### config.mk
export PLATFORM = sky130hd
export DESIGN_NAME = sha256_hash_engine_core
export DESIGN_NICKNAME = d
export VERILOG_FILES = /design/src/hw/rtl/sha256_pkg.sv /design/src/hw/rtl/sha256_hash_engine_core.sv /design/src/hw/rtl/sha256_ctrl.sv /design/src/hw/rtl/sha256_dp.sv
export SDC_FILE = /design/constraint.sdc
export NUM_CORES = 2
export LEC_CHECK = 0
export BUFFER_PORTS_ARGS = -buffer_cell sky130_fd_sc_hd__buf_4
export CORE_MARGIN = 10
export CORE_UTILIZATION = 44
export CTS_BUF_LIST = sky130_fd_sc_hd__clkbuf_4
export DETAILED_ROUTE_END_ITERATION = 8
export GPL_TIMING_DRIVEN = 0
export PLACE_DENSITY_LB_ADDON = 0.2
export SYNTH_ARGS = -nofsm -noshare
export SYNTH_HDL_FRONTEND = slang
export SYNTH_SLANG_ARGS = --single-unit
### constraint.sdc
create_clock -name clk -period 10.7 [get_ports clk]
set_clock_uncertainty 0.1 [all_clocks]
set_input_delay 1.07 -clock clk [delete_from_list [all_inputs] [get_ports clk]]
set_output_delay 1.07 -clock clk [all_outputs]
set_load 0.03 [all_outputs]
### src/hw/rtl/sha256_pkg.sv
// ---------------------------------------------------------------------------
// sha256_pkg
// Shared types, constants and functions of the SHA-256 hash engine.
// ---------------------------------------------------------------------------
`default_nettype none

package sha256_pkg;

  typedef enum logic [3:0] {
    S_IDLE,
    S_INS_REM,
    S_PAD80,
    S_PADZ,
    S_PADLEN,
    S_LOAD,
    S_RND,
    S_FIN,
    S_OUT
  } sha_state_t;

  typedef struct packed {
    logic       ins_in;
    logic       ins_rem;
    logic       ins_pad;
    logic       ins_zero;
    logic       wr_len;
    logic       load_work;
    logic       round;
    logic       fin;
    logic       shift_out;
    logic       clear;
    logic [5:0] rnd;
  } sha_cmd_t;

  typedef struct packed {
    logic full;
    logic rem_nz;
    logic pos56;
  } sha_sts_t;

  localparam logic [31:0] PAD_WORD = 32'h8000_0000;
  localparam logic [5:0]  LEN_POS  = 6'd56;
  localparam logic [2:0]  WORD_BYTES = 3'd4;

  function automatic logic [31:0] iv_const(input logic [2:0] idx);
    logic [31:0] v;
    unique case (idx)
      3'd0: v = 32'h6a09e667;
      3'd1: v = 32'hbb67ae85;
      3'd2: v = 32'h3c6ef372;
      3'd3: v = 32'ha54ff53a;
      3'd4: v = 32'h510e527f;
      3'd5: v = 32'h9b05688c;
      3'd6: v = 32'h1f83d9ab;
      3'd7: v = 32'h5be0cd19;
    endcase
    return v;
  endfunction

  function automatic logic [31:0] k_const(input logic [5:0] idx);
    logic [31:0] v;
    unique case (idx)
      6'd0:  v = 32'h428a2f98;  6'd1:  v = 32'h71374491;
      6'd2:  v = 32'hb5c0fbcf;  6'd3:  v = 32'he9b5dba5;
      6'd4:  v = 32'h3956c25b;  6'd5:  v = 32'h59f111f1;
      6'd6:  v = 32'h923f82a4;  6'd7:  v = 32'hab1c5ed5;
      6'd8:  v = 32'hd807aa98;  6'd9:  v = 32'h12835b01;
      6'd10: v = 32'h243185be;  6'd11: v = 32'h550c7dc3;
      6'd12: v = 32'h72be5d74;  6'd13: v = 32'h80deb1fe;
      6'd14: v = 32'h9bdc06a7;  6'd15: v = 32'hc19bf174;
      6'd16: v = 32'he49b69c1;  6'd17: v = 32'hefbe4786;
      6'd18: v = 32'h0fc19dc6;  6'd19: v = 32'h240ca1cc;
      6'd20: v = 32'h2de92c6f;  6'd21: v = 32'h4a7484aa;
      6'd22: v = 32'h5cb0a9dc;  6'd23: v = 32'h76f988da;
      6'd24: v = 32'h983e5152;  6'd25: v = 32'ha831c66d;
      6'd26: v = 32'hb00327c8;  6'd27: v = 32'hbf597fc7;
      6'd28: v = 32'hc6e00bf3;  6'd29: v = 32'hd5a79147;
      6'd30: v = 32'h06ca6351;  6'd31: v = 32'h14292967;
      6'd32: v = 32'h27b70a85;  6'd33: v = 32'h2e1b2138;
      6'd34: v = 32'h4d2c6dfc;  6'd35: v = 32'h53380d13;
      6'd36: v = 32'h650a7354;  6'd37: v = 32'h766a0abb;
      6'd38: v = 32'h81c2c92e;  6'd39: v = 32'h92722c85;
      6'd40: v = 32'ha2bfe8a1;  6'd41: v = 32'ha81a664b;
      6'd42: v = 32'hc24b8b70;  6'd43: v = 32'hc76c51a3;
      6'd44: v = 32'hd192e819;  6'd45: v = 32'hd6990624;
      6'd46: v = 32'hf40e3585;  6'd47: v = 32'h106aa070;
      6'd48: v = 32'h19a4c116;  6'd49: v = 32'h1e376c08;
      6'd50: v = 32'h2748774c;  6'd51: v = 32'h34b0bcb5;
      6'd52: v = 32'h391c0cb3;  6'd53: v = 32'h4ed8aa4a;
      6'd54: v = 32'h5b9cca4f;  6'd55: v = 32'h682e6ff3;
      6'd56: v = 32'h748f82ee;  6'd57: v = 32'h78a5636f;
      6'd58: v = 32'h84c87814;  6'd59: v = 32'h8cc70208;
      6'd60: v = 32'h90befffa;  6'd61: v = 32'ha4506ceb;
      6'd62: v = 32'hbef9a3f7;  6'd63: v = 32'hc67178f2;
    endcase
    return v;
  endfunction

  function automatic logic [31:0] big_s0(input logic [31:0] x);
    return {x[1:0], x[31:2]} ^ {x[12:0], x[31:13]} ^ {x[21:0], x[31:22]};
  endfunction

  function automatic logic [31:0] big_s1(input logic [31:0] x);
    return {x[5:0], x[31:6]} ^ {x[10:0], x[31:11]} ^ {x[24:0], x[31:25]};
  endfunction

  function automatic logic [31:0] sm_s0(input logic [31:0] x);
    return {x[6:0], x[31:7]} ^ {x[17:0], x[31:18]} ^ {3'b000, x[31:3]};
  endfunction

  function automatic logic [31:0] sm_s1(input logic [31:0] x);
    return {x[16:0], x[31:17]} ^ {x[18:0], x[31:19]} ^ {10'b0, x[31:10]};
  endfunction

endpackage

`default_nettype wire

### src/hw/rtl/sha256_hash_engine_core.sv
// ---------------------------------------------------------------------------
// sha256_hash_engine_core
// SHA-256 digest engine with a streaming word input and digest output.
// ---------------------------------------------------------------------------
// The message enters on the in_ channel as big-endian 32-bit words. in_tuser
// gives the number of valid leading bytes (values above 4 count as 4) and
// in_tlast marks the final word of the message. A word is accepted directly
// unless it completes a 64-byte block, which is compressed (one load, 64
// rounds through the single round unit, one final add) before another word
// is accepted; the remainder of a word that spills past a block boundary is
// inserted after that compression. After the last word the engine pads one
// zero-fill word per cycle, pausing while a full block is compressed, writes
// the bit length and compresses one or two final blocks. The digest then
// appears on the out_ channel as four 64-bit transfers, most significant
// first, with out_tuser giving the part index and out_tlast on the fourth.
// A stalled receiver holds the current part; no new message is taken until
// the fourth part is transferred, after which the engine starts over from
// the initial hash values. Reset returns the engine to that same state.
// ---------------------------------------------------------------------------
`default_nettype none

module sha256_hash_engine_core
  import sha256_pkg::*;
(
  input  wire logic        clk,
  input  wire logic        rst_n,
  input  wire logic        in_tvalid,
  output logic             in_tready,
  input  wire logic [31:0] in_tdata,   // [31:0] data_word
  input  wire logic [2:0]  in_tuser,   // [2:0] valid_bytes
  input  wire logic        in_tlast,
  output logic             out_tvalid,
  input  wire logic        out_tready,
  output logic [63:0]      out_tdata,  // [63:0] digest_part
  output logic [1:0]       out_tuser,  // [1:0] part_index
  output logic             out_tlast
);

  sha_cmd_t cmd;
  sha_sts_t sts;

  sha256_ctrl u_ctrl (
    .clk        (clk),
    .rst_n      (rst_n),
    .in_tvalid  (in_tvalid),
    .in_tready  (in_tready),
    .in_tlast   (in_tlast),
    .out_tvalid (out_tvalid),
    .out_tready (out_tready),
    .out_tuser  (out_tuser),
    .out_tlast  (out_tlast),
    .cmd        (cmd),
    .sts        (sts)
  );

  sha256_dp u_dp (
    .clk      (clk),
    .rst_n    (rst_n),
    .in_word  (in_tdata),
    .in_bytes (in_tuser),
    .cmd      (cmd),
    .sts      (sts),
    .digest   (out_tdata)
  );

endmodule

`default_nettype wire

### src/hw/rtl/sha256_ctrl.sv
// ---------------------------------------------------------------------------
// sha256_ctrl
// Sequencer for word intake, padding, compression rounds and digest output.
// ---------------------------------------------------------------------------
`default_nettype none

module sha256_ctrl
  import sha256_pkg::*;
(
  input  wire logic     clk,
  input  wire logic     rst_n,
  input  wire logic     in_tvalid,
  output logic          in_tready,
  input  wire logic     in_tlast,
  output logic          out_tvalid,
  input  wire logic     out_tready,
  output logic [1:0]    out_tuser,
  output logic          out_tlast,
  output sha_cmd_t      cmd,
  input  wire sha_sts_t sts
);

  sha_state_t st_r, st_nxt;
  sha_state_t ret_r, ret_nxt;
  logic [5:0] rnd_r, rnd_nxt;
  logic [1:0] part_r, part_nxt;
  logic       last_r, last_nxt;
  sha_state_t tgt;

  always_ff @(posedge clk) begin
    if (!rst_n) begin
      st_r   <= S_IDLE;
      ret_r  <= S_IDLE;
      rnd_r  <= '0;
      part_r <= '0;
      last_r <= 1'b0;
    end else begin
      st_r   <= st_nxt;
      ret_r  <= ret_nxt;
      rnd_r  <= rnd_nxt;
      part_r <= part_nxt;
      last_r <= last_nxt;
    end
  end

  always_comb begin
    st_nxt     = st_r;
    ret_nxt    = ret_r;
    rnd_nxt    = rnd_r;
    part_nxt   = part_r;
    last_nxt   = last_r;
    cmd        = '0;
    in_tready  = 1'b0;
    out_tvalid = 1'b0;
    tgt        = S_IDLE;
    unique case (st_r)
      S_IDLE: begin
        in_tready = 1'b1;
        if (in_tvalid) begin
          cmd.ins_in = 1'b1;
          last_nxt   = in_tlast;
          tgt = sts.rem_nz ? S_INS_REM : (in_tlast ? S_PAD80 : S_IDLE);
          if (sts.full) begin
            st_nxt  = S_LOAD;
            ret_nxt = tgt;
          end else begin
            st_nxt = tgt;
          end
        end
      end
      S_INS_REM: begin
        cmd.ins_rem = 1'b1;
        st_nxt = last_r ? S_PAD80 : S_IDLE;
      end
      S_PAD80: begin
        cmd.ins_pad = 1'b1;
        if (sts.full) begin
          st_nxt  = S_LOAD;
          ret_nxt = S_PADZ;
        end else begin
          st_nxt = S_PADZ;
        end
      end
      S_PADZ: begin
        if (sts.pos56) begin
          st_nxt = S_PADLEN;
        end else begin
          cmd.ins_zero = 1'b1;
          if (sts.full) begin
            st_nxt  = S_LOAD;
            ret_nxt = S_PADZ;
          end
        end
      end
      S_PADLEN: begin
        cmd.wr_len = 1'b1;
        st_nxt     = S_LOAD;
        ret_nxt    = S_OUT;
        part_nxt   = '0;
      end
      S_LOAD: begin
        cmd.load_work = 1'b1;
        rnd_nxt       = '0;
        st_nxt        = S_RND;
      end
      S_RND: begin
        cmd.round = 1'b1;
        cmd.rnd   = rnd_r;
        rnd_nxt   = rnd_r + 6'd1;
        if (rnd_r == 6'd63) begin
          st_nxt = S_FIN;
        end
      end
      S_FIN: begin
        cmd.fin = 1'b1;
        st_nxt  = ret_r;
      end
      S_OUT: begin
        out_tvalid = 1'b1;
        if (out_tready) begin
          if (part_r == 2'd3) begin
            cmd.clear = 1'b1;
            part_nxt  = '0;
            st_nxt    = S_IDLE;
          end else begin
            cmd.shift_out = 1'b1;
            part_nxt      = part_r + 2'd1;
          end
        end
      end
      default: begin
        st_nxt = S_IDLE;
      end
    endcase
  end

  assign out_tuser = part_r;
  assign out_tlast = (part_r == 2'd3);

endmodule

`default_nettype wire

### src/hw/rtl/sha256_dp.sv
// ---------------------------------------------------------------------------
// sha256_dp
// Block buffer with byte insertion, message schedule, round unit,
// chaining words and byte counter.
// ---------------------------------------------------------------------------
`default_nettype none

module sha256_dp
  import sha256_pkg::*;
(
  input  wire logic        clk,
  input  wire logic        rst_n,
  input  wire logic [31:0] in_word,
  input  wire logic [2:0]  in_bytes,
  input  wire sha_cmd_t    cmd,
  output sha_sts_t         sts,
  output logic [63:0]      digest
);

  logic [31:0] blk_r   [16];
  logic [31:0] blk_nxt [16];
  logic [31:0] chain_r   [8];
  logic [31:0] chain_nxt [8];
  logic [31:0] wv_r   [8];
  logic [31:0] wv_nxt [8];
  logic [60:0] cnt_r, cnt_nxt;
  logic [5:0]  pos_r, pos_nxt;
  logic [31:0] rem_word_r, rem_word_nxt;
  logic [2:0]  rem_n_r, rem_n_nxt;

  logic [2:0]  in_n;
  logic [31:0] src;
  logic [2:0]  n;
  logic        ins;
  logic [1:0]  off;
  logic [3:0]  wi;
  logic [6:0]  room;
  logic [2:0]  fit;
  logic [6:0]  sum;
  logic [3:0]  m4;
  logic [7:0]  m8;
  logic [63:0] wide;
  logic [63:0] bit_len;
  logic [31:0] t1, t2, w_new;

  function automatic logic [31:0] merge(input logic [31:0] old, input logic [31:0] nw,
                                        input logic [3:0] m);
    logic [31:0] r;
    r = old;
    for (int b = 0; b < 4; b++) begin
      if (m[b]) begin
        r[8*b +: 8] = nw[8*b +: 8];
      end
    end
    return r;
  endfunction

  assign in_n = (in_bytes > WORD_BYTES) ? WORD_BYTES : in_bytes;
  assign off  = pos_r[1:0];
  assign wi   = pos_r[5:2];

  always_comb begin
    src = '0;
    n   = '0;
    priority if (cmd.ins_in) begin
      src = in_word;
      n   = in_n;
    end else if (cmd.ins_rem) begin
      src = rem_word_r;
      n   = rem_n_r;
    end else if (cmd.ins_pad) begin
      src = PAD_WORD;
      n   = 3'd1;
    end else if (cmd.ins_zero) begin
      src = '0;
      n   = WORD_BYTES - {1'b0, off};
    end else begin
      src = '0;
      n   = '0;
    end
  end

  assign ins  = cmd.ins_in | cmd.ins_rem | cmd.ins_pad | cmd.ins_zero;
  assign room = 7'd64 - {1'b0, pos_r};
  assign fit  = ({4'b0, n} < room) ? n : room[2:0];
  assign sum  = {1'b0, pos_r} + {4'b0, fit};
  assign m4   = ~(4'b1111 >> fit);
  assign m8   = {m4, 4'b0} >> off;
  assign wide = {src, 32'b0} >> {off, 3'b0};

  assign sts.full   = ins & sum[6];
  assign sts.rem_nz = (n != fit);
  assign sts.pos56  = (pos_r == LEN_POS);

  assign bit_len = {cnt_r, 3'b000};
  assign digest  = {chain_r[0], chain_r[1]};

  assign t1 = wv_r[7] + big_s1(wv_r[4]) + ((wv_r[4] & wv_r[5]) ^ (~wv_r[4] & wv_r[6]))
            + k_const(cmd.rnd) + blk_r[0];
  assign t2 = big_s0(wv_r[0])
            + ((wv_r[0] & wv_r[1]) ^ (wv_r[0] & wv_r[2]) ^ (wv_r[1] & wv_r[2]));
  assign w_new = blk_r[0] + sm_s0(blk_r[1]) + blk_r[9] + sm_s1(blk_r[14]);

  always_comb begin
    blk_nxt      = blk_r;
    chain_nxt    = chain_r;
    wv_nxt       = wv_r;
    cnt_nxt      = cnt_r;
    pos_nxt      = pos_r;
    rem_word_nxt = rem_word_r;
    rem_n_nxt    = rem_n_r;
    if (ins) begin
      for (int j = 0; j < 16; j++) begin
        if (4'(j) == wi) begin
          blk_nxt[j] = merge(blk_r[j], wide[63:32], m8[7:4]);
        end else if (4'(j) == wi + 4'd1) begin
          blk_nxt[j] = merge(blk_r[j], wide[31:0], m8[3:0]);
        end
      end
      pos_nxt      = sum[5:0];
      rem_word_nxt = src << {fit, 3'b000};
      rem_n_nxt    = n - fit;
    end
    if (cmd.ins_in) begin
      cnt_nxt = cnt_r + {58'b0, in_n};
    end
    if (cmd.wr_len) begin
      blk_nxt[14] = bit_len[63:32];
      blk_nxt[15] = bit_len[31:0];
    end
    if (cmd.load_work) begin
      wv_nxt = chain_r;
    end
    if (cmd.round) begin
      for (int j = 0; j < 15; j++) begin
        blk_nxt[j] = blk_r[j+1];
      end
      blk_nxt[15] = w_new;
      wv_nxt[7] = wv_r[6];
      wv_nxt[6] = wv_r[5];
      wv_nxt[5] = wv_r[4];
      wv_nxt[4] = wv_r[3] + t1;
      wv_nxt[3] = wv_r[2];
      wv_nxt[2] = wv_r[1];
      wv_nxt[1] = wv_r[0];
      wv_nxt[0] = t1 + t2;
    end
    if (cmd.fin) begin
      for (int j = 0; j < 8; j++) begin
        chain_nxt[j] = chain_r[j] + wv_r[j];
      end
      pos_nxt = '0;
    end
    if (cmd.shift_out) begin
      for (int j = 0; j < 6; j++) begin
        chain_nxt[j] = chain_r[j+2];
      end
    end
    if (cmd.clear) begin
      for (int j = 0; j < 8; j++) begin
        chain_nxt[j] = iv_const(3'(j));
      end
      cnt_nxt = '0;
      pos_nxt = '0;
    end
  end

  always_ff @(posedge clk) begin
    if (!rst_n) begin
      for (int j = 0; j < 8; j++) begin
        chain_r[j] <= iv_const(3'(j));
      end
      cnt_r <= '0;
      pos_r <= '0;
    end else begin
      chain_r <= chain_nxt;
      cnt_r   <= cnt_nxt;
      pos_r   <= pos_nxt;
    end
  end

  always_ff @(posedge clk) begin
    blk_r      <= blk_nxt;
    wv_r       <= wv_nxt;
    rem_word_r <= rem_word_nxt;
    rem_n_r    <= rem_n_nxt;
  end

endmodule

`default_nettype wire
-- Word level (Yosys, flattened, before mapping)
Memories as Yosys holds them, arrays and structs flattened.
Index checks and enable logic that the tools add are counted.
- register bits: 1143
- bits in read-only memories: 2048
- bits of input ports: 40
- output and inout port bits: 69
- memories: 1
- add/subtract/negate cells: 26
- magnitude comparators: 2
- equality and inequality tests: 113
- shifts and indexed selects: 4
- muxes and demuxes: 94
- bitwise logic cells: 23
- reductions and logical operators: 160
- memories (name ; depth ; bits a word ; read ports ; clocked after Yosys merged registers in ; wr ports ; line ; text):
    (name not given) ; 64 ; 32 ; 1 ; 0 ; 0 ; sha256_pkg.sv:62 ; unique case (idx)
- operator list (cell ; number):
    $mux 32 ; 35
    $mux 512 ; 2
    $mux 256 ; 3
    $add 32x32->32 ; 18
    $xor 32x32->32 ; 9
    $reduce_and 4->1 ; 65
    $reduce_bool 3->1 ; 71
    $mux 192 ; 1
    $ne 3x2->1 const B ; 56
    $and 32x32->32 ; 5
    $eq 4x4->1 const A ; 16
    $mux 64 ; 1
    $mux 8 ; 8
    $shr 64x5->64 ; 1
    $add 61x3->61 ; 1
    $mux 4 ; 12
    $reduce_bool 4->1 ; 11
    $pmux 4 s9 ; 1
    $eq 3x4->1 const A ; 8
    $ne 4x3->1 const B ; 8
    $not 32->32 ; 1
    $shl 32x6->32 ; 1
    $xor 32x22->32 ; 1
    $xor 32x29->32 ; 1
    other kinds (40) ; 86

-- Logic depth before layout (Yosys ltp)
- word-level depth: 18
- gate-level depth with buffers: 44

-- Modules after synthesis
A second synthesis with hierarchy kept.
- cell total of the unflattened synthesis: 9288
- area total of the unflattened synthesis: 82948.3 µm²
- by module, submodules not included (module ; instances ; cells each ; area each (µm²)):
    sha256_dp ; 1 ; 9149 ; 81896.0
    sha256_ctrl ; 1 ; 139 ; 1052.3

-- Least setup slack after synthesis
Ideal clock, no wire load.
- path type: register to register
- start point: register u_ctrl.st_r[1]
- end point: register u_ctrl.rnd_r[2]
- library setup time: 123 ps
- arrival time: 9412 ps
- required time: 10477 ps
- path slack: 1065 ps
- stages on the path, launching flop included: 9
- buffers on the path: 3
- clock period less this slack: 9635 ps
- path through: dfxtp_1 clkbuf_1 buf_1 xor2_1 and3_1 clkbuf_1 o21ai_0 a21oi_1 nor2b_1
- word-level cells in the longest chain between the ends: 2
- elaborated cells between the ends (all ways): 4
- classes of those cells: eq/ne: 2; mux: 1; reduce/logical: 1
- RTL lines (element ; line ; text):
    start: declaration ; sha256_ctrl.sv:23 ; sha_state_t st_r, st_nxt;
    start signal: assignment ; sha256_ctrl.sv:38 ; st_r <= st_nxt;
    $eq 4x3->1 ; sha256_ctrl.sv:56 ; unique case (st_r)
    $pmux 6 s2 or $reduce_bool 2->1 (tied branches) ; -- ;
    end signal: assignment ; sha256_ctrl.sv:40 ; rnd_r <= rnd_nxt;
    end: declaration ; sha256_ctrl.sv:25 ; logic [5:0] rnd_r, rnd_nxt;
Parallel ways exist; a longest one is shown, timed or not.
A chain may end at the register's enable or synchronous reset.

==> out/summary.txt <==
IO Port Bufs: 108
Gr usage total: 38.5%
Clock Tree Root: clkbuf_4
Reg area: 0.0309 mm^2
Worst Hold Class: input pin to flop
VDD IR-drop max: 0.426 mV
Layout area overhead: 11.9%
Max Clk Rate: 0.0939 GHz
Hold Crit Depth: 4
Outcome: complete, but fails checks
Drt pass-1 iters: 7
Max_cap viols: 13
Post-synth top cells: 1561 x nand2_1, 803 x edfxtp_1, 796 x o21ai_0
Worst-Margin Slew: 1690 ps
WL/cell: 33.2 um
FF-to-FF Start: u_ctrl.st_r[0]$_SDFFE_PN0P_
Setup TNS: 0 ps
Rel. slew slack: -12.6%
Highest-delay cell along the critical path: fa_1
Final Cycle Share: 99.5%
Setup crit start: u_ctrl.st_r[0]$_SDFFE_PN0P_
I/O Pins: 109
Placed cell areas: 0.0841 mm^2
Yosys top cell by area: edfxtp_1
Max Fanout on Critical Path: 10
P_leak: 34.8 nW
RSZ-0062 raised after global routing: true
Mapped cell area: 0.0800 mm^2
Worst path required time: 11730 ps
Worst-path clk slew: 70 ps
Drc violations: 0
Fin. max-slew vios: 140
Share of cells above drive strength 1: 11.0%
DP Wirelength: 310000 um
DRT iter0 DRCs: 12500
Die height: 446 um
Fillers: 17500
Gpl congestion: 1.05
Via-to-Cell Ratio: 6.51
Min-Delay Startpoint: in_tvalid
Net count, final: 10000
Via count: 78400
Max clock buf depth: 4
Die width: 446 um
Post-route cell area: 0.0895 mm^2
Leading post-synthesis cells by cell area: edfxtp_1 30%, dfxtp_1 8.5%, nand2_1 7.3%
Critical path capture point type: flop
PD cells: 334 mW/mm^2
Yosys cell types: 117
Startpoint types: flop
Final min period: 10650 ps
Mean Syn Cell Area: 8.99 um^2
Die area: 0.199 mm^2
Total wire length: 399000 um
Number of global-route vias before repair: 72100
Initial antenna violation count: 21
Post-Syn Nets: 9532
Number of synthesized flops with an enable pin: 803
Routed Antenna Nets: 0
CTS buffer count: 350
Total global routing overflow: 0
H-Tree Level Count: 5
Dominant synthesized flop cell: edfxtp_1
Clk_lat worst skew: 1420 ps
Largest net degree at the start of global routing: 55
CP peak stage delay: 570 ps
Layout Cells excl Fill: 12000
Yosys reg bits: 1142
Synthesized instance count: 8891
Num Clock Sinks: 1142
Reg2reg path depth: 40
First-pass GRT wire length: 549000 um
Area occupied by multi-input gates: 0.0457 mm^2
Synth warn: 0
Worst setup path category: flop to flop
Dpl cells: 11400
Final Hold Viols: 0
Failing checks: max-capacitance violations, max-slew violations
Endpoints failing setup: 0
CP arrival: 11680 ps
Cell Rows: 156
CORE AREA: 0.181 mm^2
Starting Density: 44.2%
Most numerous cell in the Yosys netlist: nand2_1
Register area share after synthesis: 38.6%
CTS tree: yes
Async set or reset register ratio after synthesis: 0%
Top-area cell type share of the netlist area: 30.2%
==> repair_timing <==
action                     in CTS  in global routing
hold endpoints to repair        6                  0
buffers inserted               10                  7
hold buffers                    4                  0
pin swaps                       6                 14
setup endpoints to repair      55                 20
gates cloned                    1                  0
resized for setup             122                 65
==> report_power, final <==
part / switching [mW] / total [mW] / internal, mW
sequential: 0.475 / 5.75 / 5.28
combinational: 12.7 / 19.6 / 6.98
clock: 2.20 / 4.48 / 2.29
total: 15.3 / 29.9 / 14.5
==> registers in the layout, summed over array words and instances (netlist names) <==
name	cells
u_dp.rem_n_r	3
u_dp.rem_word_r	32
u_dp.digest	64
u_dp.cnt_r	61
u_dp.wv_r	256
u_ctrl.out_tuser	2
u_dp.chain_r	192
u_ctrl.st_r	4
u_ctrl.rnd_r	6
u_ctrl.last_r	1
u_dp.blk_r	512
u_ctrl.ret_r	3
u_dp.pos_r	6
==> through the flow <==
stage / util, % / hold WS (ps) / power, mW / setup slack, ps
final: 49.5 / 181 / 29.9 / 50.6
after global routing: 49.5 / 177 / 31.3 / -81.6
after CTS: 49.3 / 80.2 / 28.9 / 9.96
after detailed placement: 46.6 / 363 / 23.8 / -4120
after global placement: 46.3 / 356 / 23.7 / -5320
after floorplan: - / 344 / 17.8 / 1070
==> final timing paths <==
check	to	slack, ps
worst min-delay path	u_dp.cnt_r[0]$_SDFFE_PP0P_	180
worst max-delay path	u_dp.wv_r[125]$_DFFE_PP_	50
worst max register to register	u_dp.wv_r[125]$_DFFE_PP_	50
worst min register to register	u_dp.blk_r[290]$_DFFE_PP_	290
==> cells by family (layout without fill, tap and decap cells) <==
group                    Yosys count  in the layout  synth area share, %
AND/OR/NAND/NOR                 2752           2752                 14.7
AO/OA/AOI/OAI                   2646           2646                 21.8
flip-flops                      1142           1142                 38.6
buffers and inverters            998           1763                 5.09
adder cells (fa/ha/maj)          624            624                 11.6
XOR/XNOR                         611            611                 6.69
multiplexers                     118            118                 1.51
other                              0              8                    0
==> worst max-delay path: cells and delay by family, from the launching register on <==
kind	cells	cell delay [ps]
AOI/OAI and AO/OA	14	3170
adders and majority gates	7	2710
and+or+nand+nor	8	1870
buffers and inverters	9	1500
xor gates and xnor gates	2	520
DFF	1	430
==> routing by layer <==
metal  GRT usage [%]  up-vias  part of all wire (%)
li1                -    33300                     -
met1            52.3    38200                    40
met2            55.5     5726                    41
met3            10.8     1125                    13
met4            20.4       18                   6.4
met5               0        -                 0.032
==> cells in the final DEF, fill, tap and decap left out, drive strengths merged, types with 53 or more instances in the layout <==
cell and n:
a211oi 87, nor2 582, a21o 164, o21a 57, a22oi 230, xnor2 396, o22ai 53, nand3 117
o21ai 818, a221o 124, fa 198, nor3 116, clkinv 77, o211ai 67, nand2 1565, nand2b 67
clkbuf 1079, mux2i 94, inv 318, buf 282, a31oi 56, dfxtp 339, ha 403, a221oi 128
o221ai 72, edfxtp 803, xor2 215, a21oi 523
==> area by class of cell <==
| cell class | count | area share (%) |
|---|---|---|
| Buffer | 679 | 3.34 |
| Multi-Input combinational cell | 6751 | 51.0 |
| Tap cell | 2370 | 3.31 |
| Clock buffer | 534 | 4.48 |
| Antenna cell | 8 | 0.0224 |
| Inverter | 315 | 1.34 |
| Timing Repair Buffer | 152 | 1.57 |
| Clock inverter | 83 | 0.403 |
| Sequential cell | 1142 | 34.5 |
(Power assumes the default switching activity.)
